[config.mk]
export PLATFORM = sky130hd
export DESIGN_NAME = byte_ring_buffer_with_rewind
export DESIGN_NICKNAME = d
export VERILOG_FILES = /design/src/sv/brb_pkg.sv /design/src/sv/byte_ring_buffer_with_rewind.sv /design/src/sv/brb_ram.sv
export SDC_FILE = /design/constraint.sdc
export NUM_CORES = 1
export LEC_CHECK = 0
export ABC_AREA = 1
export BUFFER_PORTS_ARGS = -buffer_cell sky130_fd_sc_hd__clkbuf_2
export CAP_MARGIN = 20
export CORE_MARGIN = 2
export CORE_UTILIZATION = 45
export DETAILED_ROUTE_END_ITERATION = 8
export GPL_ROUTABILITY_DRIVEN = 0
export SETUP_SLACK_MARGIN = 0.5
export SYNTH_ARGS = -nofsm -noshare
export SYNTH_HDL_FRONTEND = slang
export SYNTH_HIERARCHICAL = 1
export SYNTH_SLANG_ARGS = --single-unit
[constraint.sdc]
create_clock -name clk -period 5.3 [get_ports clk]
set_input_delay 0.265 -clock clk [delete_from_list [all_inputs] [get_ports clk]]
set_output_delay 0.265 -clock clk [all_outputs]
set_load 0.02 [all_outputs]
[src/sv/brb_pkg.sv]
`default_nettype none
// ----------------------------------------------------------------------------
// brb_pkg: shared definitions for the byte ring buffer with rewind
// Operation codes and stream field widths.
// ----------------------------------------------------------------------------
package brb_pkg;

	typedef enum logic [2:0] {
		OP_PUT    = 3'd0,
		OP_GET    = 3'd1,
		OP_RWD_RD = 3'd2,
		OP_RWD_WR = 3'd3,
		OP_CLEAR  = 3'd4
	} op_t;

	localparam int unsigned BYTE_W  = 8;
	localparam int unsigned COUNT_W = 7;
	localparam int unsigned IN_W    = 24;
	localparam int unsigned OUT_W   = 24;

endpackage
`default_nettype wire

[src/sv/byte_ring_buffer_with_rewind.sv]
// Pipeline: an accepted item passes the store's registered read and then the
// output register before its result reaches the master side; one item per
// cycle sustained while the output is taken.
// Reset: asynchronous, active low; pointers and count go to zero, then a
// clearing pass writes zero to every store entry, during which no item is
// accepted.
`default_nettype none
// ----------------------------------------------------------------------------
// byte_ring_buffer_with_rewind: circular byte store with overwrite and rewind
// Put, get, rewind read, rewind write and clear, one operation per item,
// one result per item carrying the read byte, fill count and flags.
// ----------------------------------------------------------------------------
module byte_ring_buffer_with_rewind #(
	parameter int unsigned DEPTH = 64
) (
	input  wire logic                      clk,
	input  wire logic                      arst_n,
	input  wire logic                      s_axis_tvalid,
	output logic                           s_axis_tready,
	// [2:0] op, [10:3] data_byte, [18:11] rewind_amount, [23:19] zero
	input  wire logic [brb_pkg::IN_W-1:0]  s_axis_tdata,
	output logic                           m_axis_tvalid,
	input  wire logic                      m_axis_tready,
	// [7:0] read_byte, [14:8] available_count, [15] was_empty,
	// [16] overwrote_oldest, [23:17] zero
	output logic      [brb_pkg::OUT_W-1:0] m_axis_tdata
);

	import brb_pkg::*;

	localparam int unsigned PW = $clog2(DEPTH);
	localparam int unsigned CW = $clog2(DEPTH + 1);
	localparam int unsigned SW = ((CW > BYTE_W) ? CW : BYTE_W) + 1;

	// ring position helpers, p below DEPTH, k at most DEPTH
	function automatic logic [PW-1:0] ring_inc(input logic [PW-1:0] p);
		logic [CW-1:0] t;
		t = CW'(p) + CW'(1);
		return (t == CW'(DEPTH)) ? PW'(0) : t[PW-1:0];
	endfunction

	function automatic logic [PW-1:0] ring_dec(input logic [PW-1:0] p,
		input logic [CW-1:0] k);
		logic [CW:0] t;
		if (CW'(p) >= k) begin
			t = (CW+1)'(p) - (CW+1)'(k);
		end else begin
			t = (CW+1)'(p) + (CW+1)'(DEPTH) - (CW+1)'(k);
		end
		return t[PW-1:0];
	endfunction

	logic [PW-1:0] rp_q, wp_q, clr_cnt_q;
	logic [CW-1:0] cnt_q;
	logic          clearing_q;

	logic [PW-1:0] rp_n, wp_n;
	logic [CW-1:0] cnt_n;
	logic          empty_n, over_n;

	op_t                op;
	logic [BYTE_W-1:0]  data_byte;
	logic [BYTE_W-1:0]  rewind_amount;
	logic               accept;
	logic               move_s1;

	logic [SW-1:0]      sum;
	logic [CW-1:0]      target;
	logic [CW-1:0]      back;
	logic [CW+COUNT_W-1:0] cnt_ext;

	logic               vld_s1, get_s1, empty_s1, over_s1;
	logic [COUNT_W-1:0] cnt_s1;
	logic [BYTE_W-1:0]  rdata;
	logic               out_vld_q;
	logic [OUT_W-1:0]   out_data_q;

	logic               ram_we;
	logic [PW-1:0]      ram_waddr;
	logic [BYTE_W-1:0]  ram_wdata;

	assign op            = op_t'(s_axis_tdata[2:0]);
	assign data_byte     = s_axis_tdata[10:3];
	assign rewind_amount = s_axis_tdata[18:11];

	assign move_s1       = vld_s1 && (!out_vld_q || m_axis_tready);
	assign s_axis_tready = !clearing_q && (!vld_s1 || move_s1);
	assign accept        = s_axis_tvalid && s_axis_tready;

	always_comb begin
		rp_n    = rp_q;
		wp_n    = wp_q;
		cnt_n   = cnt_q;
		empty_n = 1'b0;
		over_n  = 1'b0;
		sum     = SW'(cnt_q) + SW'(rewind_amount);
		target  = '0;
		back    = '0;
		unique case (op)
			OP_PUT: begin
				wp_n = ring_inc(wp_q);
				if (cnt_q < CW'(DEPTH)) begin
					cnt_n = cnt_q + CW'(1);
				end else begin
					over_n = 1'b1;
					rp_n   = ring_inc(wp_q);
				end
			end
			OP_GET: begin
				if (cnt_q != '0) begin
					rp_n  = ring_inc(rp_q);
					cnt_n = cnt_q - CW'(1);
				end else begin
					empty_n = 1'b1;
				end
			end
			OP_RWD_RD: begin
				target = (sum >= SW'(DEPTH - 1)) ? CW'(DEPTH - 1) : sum[CW-1:0];
				// a full store drops its oldest byte
				if (cnt_q == CW'(DEPTH)) begin
					rp_n = ring_inc(rp_q);
				end else begin
					rp_n = ring_dec(rp_q, target - cnt_q);
				end
				cnt_n = target;
			end
			OP_RWD_WR: begin
				target = (SW'(cnt_q) > SW'(rewind_amount)) ?
					(cnt_q - CW'(rewind_amount)) : CW'(0);
				back   = cnt_q - target;
				if (back == CW'(DEPTH)) begin
					back = '0;
				end
				wp_n  = ring_dec(wp_q, back);
				cnt_n = target;
			end
			OP_CLEAR: begin
				rp_n  = '0;
				wp_n  = '0;
				cnt_n = '0;
			end
			default: begin
			end
		endcase
	end

	assign cnt_ext = {{COUNT_W{1'b0}}, cnt_n};

	always_ff @(posedge clk or negedge arst_n) begin
		if (!arst_n) begin
			rp_q       <= '0;
			wp_q       <= '0;
			cnt_q      <= '0;
			clearing_q <= 1'b1;
			clr_cnt_q  <= '0;
		end else begin
			if (clearing_q) begin
				if (clr_cnt_q == PW'(DEPTH - 1)) begin
					clearing_q <= 1'b0;
				end else begin
					clr_cnt_q <= clr_cnt_q + PW'(1);
				end
			end
			if (accept) begin
				rp_q  <= rp_n;
				wp_q  <= wp_n;
				cnt_q <= cnt_n;
			end
		end
	end

	always_comb begin
		if (clearing_q) begin
			ram_we    = 1'b1;
			ram_waddr = clr_cnt_q;
			ram_wdata = '0;
		end else begin
			ram_we    = accept && (op == OP_PUT);
			ram_waddr = wp_q;
			ram_wdata = data_byte;
		end
	end

	brb_ram #(
		.WIDTH(BYTE_W),
		.DEPTH(DEPTH)
	) u_store (
		.clk  (clk),
		.we   (ram_we),
		.waddr(ram_waddr),
		.wdata(ram_wdata),
		.re   (accept),
		.raddr(rp_q),
		.rdata(rdata)
	);

	always_ff @(posedge clk or negedge arst_n) begin
		if (!arst_n) begin
			vld_s1 <= 1'b0;
		end else if (accept) begin
			vld_s1 <= 1'b1;
		end else if (move_s1) begin
			vld_s1 <= 1'b0;
		end
	end

	always_ff @(posedge clk) begin
		if (accept) begin
			get_s1   <= (op == OP_GET);
			empty_s1 <= empty_n;
			over_s1  <= over_n;
			cnt_s1   <= cnt_ext[COUNT_W-1:0];
		end
	end

	always_ff @(posedge clk or negedge arst_n) begin
		if (!arst_n) begin
			out_vld_q <= 1'b0;
		end else if (move_s1) begin
			out_vld_q <= 1'b1;
		end else if (m_axis_tready) begin
			out_vld_q <= 1'b0;
		end
	end

	always_ff @(posedge clk) begin
		if (move_s1) begin
			out_data_q <= {7'd0, over_s1, empty_s1, cnt_s1,
				get_s1 ? rdata : BYTE_W'(0)};
		end
	end

	assign m_axis_tvalid = out_vld_q;
	assign m_axis_tdata  = out_data_q;

endmodule
`default_nettype wire

[src/sv/brb_ram.sv]
`default_nettype none
// ----------------------------------------------------------------------------
// brb_ram: generic simple dual-port RAM
// One write port, one read port with registered read data and read enable.
// ----------------------------------------------------------------------------
module brb_ram #(
	parameter int unsigned WIDTH = 8,
	parameter int unsigned DEPTH = 64
) (
	input  wire logic                     clk,
	input  wire logic                     we,
	input  wire logic [$clog2(DEPTH)-1:0] waddr,
	input  wire logic [WIDTH-1:0]         wdata,
	input  wire logic                     re,
	input  wire logic [$clog2(DEPTH)-1:0] raddr,
	output logic      [WIDTH-1:0]         rdata
);

	logic [WIDTH-1:0] mem_q [DEPTH];

	always_ff @(posedge clk) begin
		if (we) begin
			mem_q[waddr] <= wdata;
		end
	end

	// hold read data while no read is issued
	always_ff @(posedge clk) begin
		if (re) begin
			rdata <= mem_q[raddr];
		end
	end

endmodule
`default_nettype wire

==> impl_metrics.env, run 1 <==
export IMPL_outcome="complete, no violations"
export IMPL_worst_slack_ns=0.928
export IMPL_postSynthAreaPerCell_um2=10.8
export IMPL_num_antenna_cells=0
export IMPL_grtUsageTotal_pct=21.6
export IMPL_worst_ep_arrival_time_ns=4.90
export IMPL_crit_path_start_kind="flip-flop"
export IMPL_worstSetupPathType="flip-flop to flip-flop"
export IMPL_pre_cts_ws_ns=0.781
export IMPL_clk_pin_slew_ns=0.06
export IMPL_slew_viol_final=0
export IMPL_hold_violations=0
export IMPL_fin_util_pct=49.7
export IMPL_finalCritPeriodShare_pct=82.5
export IMPL_wirelength_um=64500
export IMPL_finalSetupTns_ns=0
export IMPL_relSlewSlack_pct=27.0
export IMPL_rsz0062_at_grt="no"
export IMPL_ant_nets=0
export IMPL_setup_viol=0
export IMPL_drtPass1Iterations=6
export IMPL_die_y_um=245
export IMPL_wl_per_cell_um=19.8
export IMPL_cts_buffers=59
export IMPL_seq_area_frac_synth_pct=65.7
export IMPL_cp_num_buf_inv=4
export IMPL_cp_required_ns=5.82
export IMPL_syn2layout_area_growth_pct=9.62
export IMPL_dieArea_um2=59800
export IMPL_nets=2511
export IMPL_dp_hpwl_um=37700
export IMPL_yosys_warnings=6
export IMPL_endpoint_kind="flip-flop"
export IMPL_tightestPinTransition_ns=1.08
export IMPL_ys_seq_elements=575
export IMPL_grt_ovfl_total=0
export IMPL_final_cell_count_no_fill=3251
export IMPL_cts_buffer_depth=3
export IMPL_crit_fanout=8
export IMPL_grt_start_max_net_pins=152
export IMPL_fin_crit_ns=4.37
export IMPL_io_pins=54
export IMPL_synth_cells=2417
export IMPL_clock_skew_ns=0.0209
export IMPL_layout_common_cells="nand2_1 (791), edfxtp_1 (547), nand3_1 (476)"
export IMPL_maxCapViolCount=0
export IMPL_crit_family="adder cells"
export IMPL_dpl_cell_count=3136
export IMPL_post_synth_num_cell_types=50
export IMPL_root_buffer="clkbuf_16"
export IMPL_antenna_found_initial=0
export IMPL_io_buffers=41
export IMPL_via_count=17728
export IMPL_rows=88
export IMPL_core_region_area_um2=57500
export IMPL_cts_sinks=575
export IMPL_drt_iter0_drc=1747
export IMPL_clkLatencyLatePin_ns=0.62
export IMPL_layout_commonest_cell="nand2_1"
export IMPL_fillCellCount=5197
export IMPL_peakVddDrop_uv=404
export IMPL_grt_pass1_vias=17090
export IMPL_die_x_um=245
export IMPL_slowest_delay_ns=0.44
export IMPL_worstHoldPathType="primary input to flip-flop"
export IMPL_syn_area_um2=26100
export IMPL_drive_gt1_share_pct=8.93
export IMPL_fmax_ghz=0.229
export IMPL_htree_levels=2
export IMPL_p_per_area_nw_per_um2=497
export IMPL_power_mw=14.2
export IMPL_grt_pass1_wl_um=99600
export IMPL_leakage_nw=10.8
export IMPL_cp_slowest_cell="fa_1"
export IMPL_viasPerCell=5.45
export IMPL_cts_tree="yes"
export IMPL_drc=0
export IMPL_start_util_pct=45.3
## metrics by stage
stage	cell area (um2)	hold slack [ns]
detailed placement	26700	0.369
finish	28600	0.104
CTS	28500	0.0548
global route	28600	0.0800
floorplan	26100	-0.0306
global placement	26700	0.370
## cells in the mapped netlist (all sizes together)
cell type	count	area share, %
a21boi	1	0.029
a21o	2	0.058
a21oi	36	0.76
a22oi	1	0.029
a311oi	1	0.034
a31oi	9	0.22
a32oi	1	0.034
a41oi	1	0.034
buf	109	3.2
clkbuf	20	0.29
conb	1	0.014
dfrtp	27	2.6
dfstp	1	0.10
edfxtp	547	63
fa	6	0.46
ha	38	1.8
inv	114	1.7
nand2	794	11
nand3	479	9.3
nand3b	3	0.086
nand4	24	0.63
nor2	115	1.8
nor3	11	0.32
nor3b	1	0.029
nor4	10	0.30
o21ai	31	0.61
o221ai	2	0.067
o31ai	1	0.029
o32ai	1	0.034
or2	2	0.048
xnor2	10	0.34
xor2	18	0.61
## per-layer routing
layer | GRT usage (%) | share of wire, %
met5 | 0 | 0
met4 | 6.29 | 2.6
met2 | 34.4 | 46
met1 | 31.0 | 45
met3 | 3.09 | 6.3
## timing repair
action	4_1_cts	5_1_grt
setup buffers	0	4
gates resized for setup	0	2
endpoints found under the hold margin	29	0
hold buffers	2	0
endpoints found under the setup margin	0	2
## flip-flops by register name, summed over array words and instances (netlist names), 6 cells and up
name,count
wp_q,6
rp_q,6
cnt_s1,7
clr_cnt_q,6
u_store/mem_q,512
u_store/rdata,8
m_axis_tdata,17
cnt_q,7
## worst reg2reg max path: cells and delay by family, from the launching register on
kind	cells	cell delay, ns
buffers and inverters	4	0.35
adders and majority gates	5	1.65
xor gates and xnor gates	1	0.15
and+or+nand+nor	9	0.78
DFF	1	0.39
AOI/OAI and AO/OA	7	0.98
## power breakdown
group          switching, mW  internal, mW
Combinational           3.46          1.46
Sequential             0.293          5.15
Clock                   1.69          2.15
Total                   5.44          8.75
## path summary, 6_finish.rpt
path / from / to / slack (ns) / depth (start not counted)
hold reg to reg: cnt_s1[6]$_DFFE_PP_ / m_axis_tdata[14]$_DFFE_PP_ / 0.42 / 0
setup reg to reg: cnt_q[0]$_DFFE_PN0P_ / wp_q[5]$_DFFE_PN0P_ / 0.93 / 26
max in group asynchronous: arst_n / rp_q[1]$_DFFE_PN0P_ / 4.47 / 2
min in group asynchronous: arst_n / cnt_q[3]$_DFFE_PN0P_ / 0.27 / 2
setup / recovery: cnt_q[0]$_DFFE_PN0P_ / wp_q[5]$_DFFE_PN0P_ / 0.93 / 26
hold / removal: s_axis_tdata[1] / get_s1$_DFFE_PP_ / 0.10 / 2
## area by class of cell
| type | instances | area [um2] | share of cell area, % |
|---|---|---|---|
| repair buffers | 84 | 571 | 2.00 |
| flip-flops and latches | 575 | 17100 | 60.0 |
| inverters | 114 | 438 | 1.53 |
| clock inverters | 33 | 206 | 0.723 |
| well taps | 765 | 957 | 3.35 |
| clock buffers | 75 | 1580 | 5.52 |
| multi-input cells | 1605 | 7670 | 26.9 |
## cells by family (layout without fill, tap and decap cells)
kind of cell,Yosys count,count (layout),synth area share [%]
compound gates,87,87,1.94
xor+xnor,28,28,0.941
fa+ha+maj,44,44,2.29
buf+inv,243,306,5.13
flops,575,575,65.7
other cells,1,7,0.0144
simple gates,1439,1439,23.9
Note: power is estimated with default switching activity, not from simulation.
==> run 2, diff against run 1 <==
==> constraint.sdc (replaced) <==
create_clock -name clk -period 3.7 [get_ports clk]
set_input_delay 0.185 -clock clk [delete_from_list [all_inputs] [get_ports clk]]
set_output_delay 0.185 -clock clk [all_outputs]
set_load 0.02 [all_outputs]
==> run 2 against run 1 <==
The flow now finishes with violations (setup timing). Combinational power grew 68%. Core utilization grew 2.1 points. Non-clock buffer count grew 101. Critical path depth grew 1. Global-route usage grew 0.89 points. Fmax grew 12%. Clock skew grew 0.0034 ns. Clock-buffer cell count shrank 7. Largest power group is now combinational logic. Clock power grew 52%. Design area grew 4.2%. Sequential cell count is the same.
==> impl_metrics.env, run 2 (same netlist as run 1, synthesis figures left out) <==
export IMPL_finalCritPeriodShare_pct=105
export IMPL_whs_endpoint="get_s1$_DFFE_PP_"
export IMPL_wl_per_cell_um=20.1
export IMPL_r2r_cells=27
export IMPL_fmax_ghz=0.257
export IMPL_drt_iter0_drc=1647
export IMPL_num_antenna_cells=0
export IMPL_die_y_um=245
export IMPL_via_count=18184
export IMPL_p_per_area_nw_per_um2=728
export IMPL_regToRegStartpoint="cnt_q[0]$_DFFE_PN0P_"
export IMPL_grt_start_max_net_pins=135
export IMPL_fin_crit_ns=3.89
export IMPL_io_buffers=41
export IMPL_hold_ws_ns=0.0617
export IMPL_start_util_pct=45.3
export IMPL_rrSetupSlack_ns=-0.19
export IMPL_cp_required_ns=4.26
export IMPL_crit_fanout=2
export IMPL_largest_reg_flops=512
export IMPL_ant_nets=0
export IMPL_io_pins=54
export IMPL_relSlewSlack_pct=28.2
export IMPL_clock_skew_ns=0.0243
export IMPL_grt_pass1_wl_um=104000
export IMPL_die_x_um=245
export IMPL_clkLatencyLatePin_ns=0.63
export IMPL_drtPass1Iterations=8
export IMPL_cts_sinks=575
export IMPL_worstSetupPathType="flip-flop to flip-flop"
export IMPL_antenna_found_initial=0
export IMPL_setup_viol=5
export IMPL_endpoint_kind="flip-flop"
export IMPL_syn2layout_area_growth_pct=14.3
export IMPL_drive_gt1_share_pct=14.3
export IMPL_pre_cts_ws_ns=-0.219
export IMPL_leakage_nw=11.4
export IMPL_crit_path_start_kind="flip-flop"
export IMPL_worstReg2RegEnd="wp_q[5]$_DFFE_PN0P_"
export IMPL_dieArea_um2=59800
export IMPL_grt_pass1_vias=17751
export IMPL_hold_depth=3
export IMPL_rows=88
export IMPL_fin_util_pct=51.8
export IMPL_hold_violations=0
export IMPL_worstHoldPathType="primary input to flip-flop"
export IMPL_layout_common_cells="nand2_1 (782), edfxtp_1 (547), nand3_1 (473)"
export IMPL_drc=0
export IMPL_rsz0062_at_grt="yes"
export IMPL_layout_commonest_cell="nand2_1"
export IMPL_worst_slack_ns=-0.186
export IMPL_core_region_area_um2=57500
export IMPL_clk_pin_slew_ns=0.07
export IMPL_tightestPinTransition_ns=1.08
export IMPL_cts_buffers=59
export IMPL_viasPerCell=5.43
export IMPL_cts_tree="yes"
export IMPL_grtUsageTotal_pct=22.5
export IMPL_dp_hpwl_um=40300
export IMPL_htree_levels=2
export IMPL_peakVddDrop_uv=688
export IMPL_violations="setup timing"
export IMPL_nets=2612
export IMPL_top_register="u_store/mem_q"
export IMPL_grt_ovfl_total=0
export IMPL_power_mw=21.7
export IMPL_cts_buffer_depth=3
export IMPL_wirelength_um=67300
export IMPL_outcome="complete, but fails checks"
export IMPL_slew_viol_final=0
export IMPL_worst_ep_arrival_time_ns=4.44
export IMPL_root_buffer="clkbuf_16"
export IMPL_holdCritStartpoint="s_axis_tdata[0]"
export IMPL_finalSetupTns_ns=-0.516
export IMPL_maxCapViolCount=0
## run 2: cell types whose count changed in the layout (fill, tap and decap cells not counted), moves of 7 or more
cell,delta
nand2_1,-9
ha_1,-7
inv_2,+8
buf_4,+87
nand2_2,+9
buf_6,+7
inv_1,-9
## run 2: worst max-delay path by stage
| stage | depth (start not counted) | start | slack (ns) | endpoint |
|---|---|---|---|---|
| floorplan | 25 | cnt_q[0]$_DFFE_PN0P_ | -0.12 | wp_q[5]$_DFFE_PN0P_ |
| finish | 27 | cnt_q[0]$_DFFE_PN0P_ | -0.19 | wp_q[5]$_DFFE_PN0P_ |
| global placement | 26 | cnt_q[0]$_DFFE_PN0P_ | -0.11 | wp_q[5]$_DFFE_PN0P_ |
| CTS | 30 | cnt_q[0]$_DFFE_PN0P_ | -0.19 | rp_q[5]$_DFFE_PN0P_ |
| detailed placement | 26 | cnt_q[0]$_DFFE_PN0P_ | -0.22 | wp_q[5]$_DFFE_PN0P_ |
| global route | 32 | cnt_q[0]$_DFFE_PN0P_ | -0.50 | rp_q[5]$_DFFE_PN0P_ |
## run 2: metrics by stage
stage	std cells	instance area (um2)
3_5_place_dp	3221	27400
6_report	3348	29800
2_1_floorplan	2423	26100
5_1_grt	3348	29800
4_1_cts	3341	29600
3_3_place_gp	3221	27400
## run 2: metal layers
layer	share of wire (%)	track usage, %	vias to the layer above	routed length [um]
met4	2.9	7.42	0	1930
li1	-	-	8597	-
met2	46	35.3	658	30900
met3	7.1	3.24	116	4800
met1	44	32.4	8813	29600
met5	0	0	-	0
## run 2: what timing repair did
item / in CTS / in global routing
endpoints found under the setup margin: 10 / 18
pin swaps: 22 / 27
hold buffers: 4 / 0
buffers inserted: 12 / 5
hold endpoints to repair: 34 / 0
gates resized for setup: 29 / 25
## run 2: where the power goes
| part | switching [mW] | total [mW] | internal (mW) |
|---|---|---|---|
| sequential | 0.196 | 7.58 | 7.39 |
| combinational | 5.50 | 8.26 | 2.76 |
| clock | 2.47 | 5.83 | 3.36 |
## run 2: critical path, cell delays in order, from the launching register on
cell and delay, ns:
dfrtp_2 0.39, buf_6 0.11, inv_4 0.03, ha_4 0.16, fa_2 0.34, inv_2 0.06, nand3_2 0.07, nand2_2 0.08
nand2_2 0.06, nand2_2 0.07, a21oi_4 0.06, nor2_4 0.11, nor2_4 0.06, nor3_4 0.13, ha_2 0.20, inv_2 0.04
fa_2 0.36, xnor2_2 0.14, ha_1 0.30, a21o_1 0.20, a31oi_2 0.18, nor2_1 0.06, inv_1 0.06, nand2_1 0.05
a21o_1 0.16, a21oi_1 0.11, o21ai_1 0.08, a31oi_1 0.12
## run 2: layout make-up
cell class	count	area (um2)
clock buffer	68	1530
clock inverter	36	344
fill	5066	27700
inverter	114	438
multi-input combinational	1605	7910
sequential	575	17100
tap	765	957
timing repair buffer	185	1450
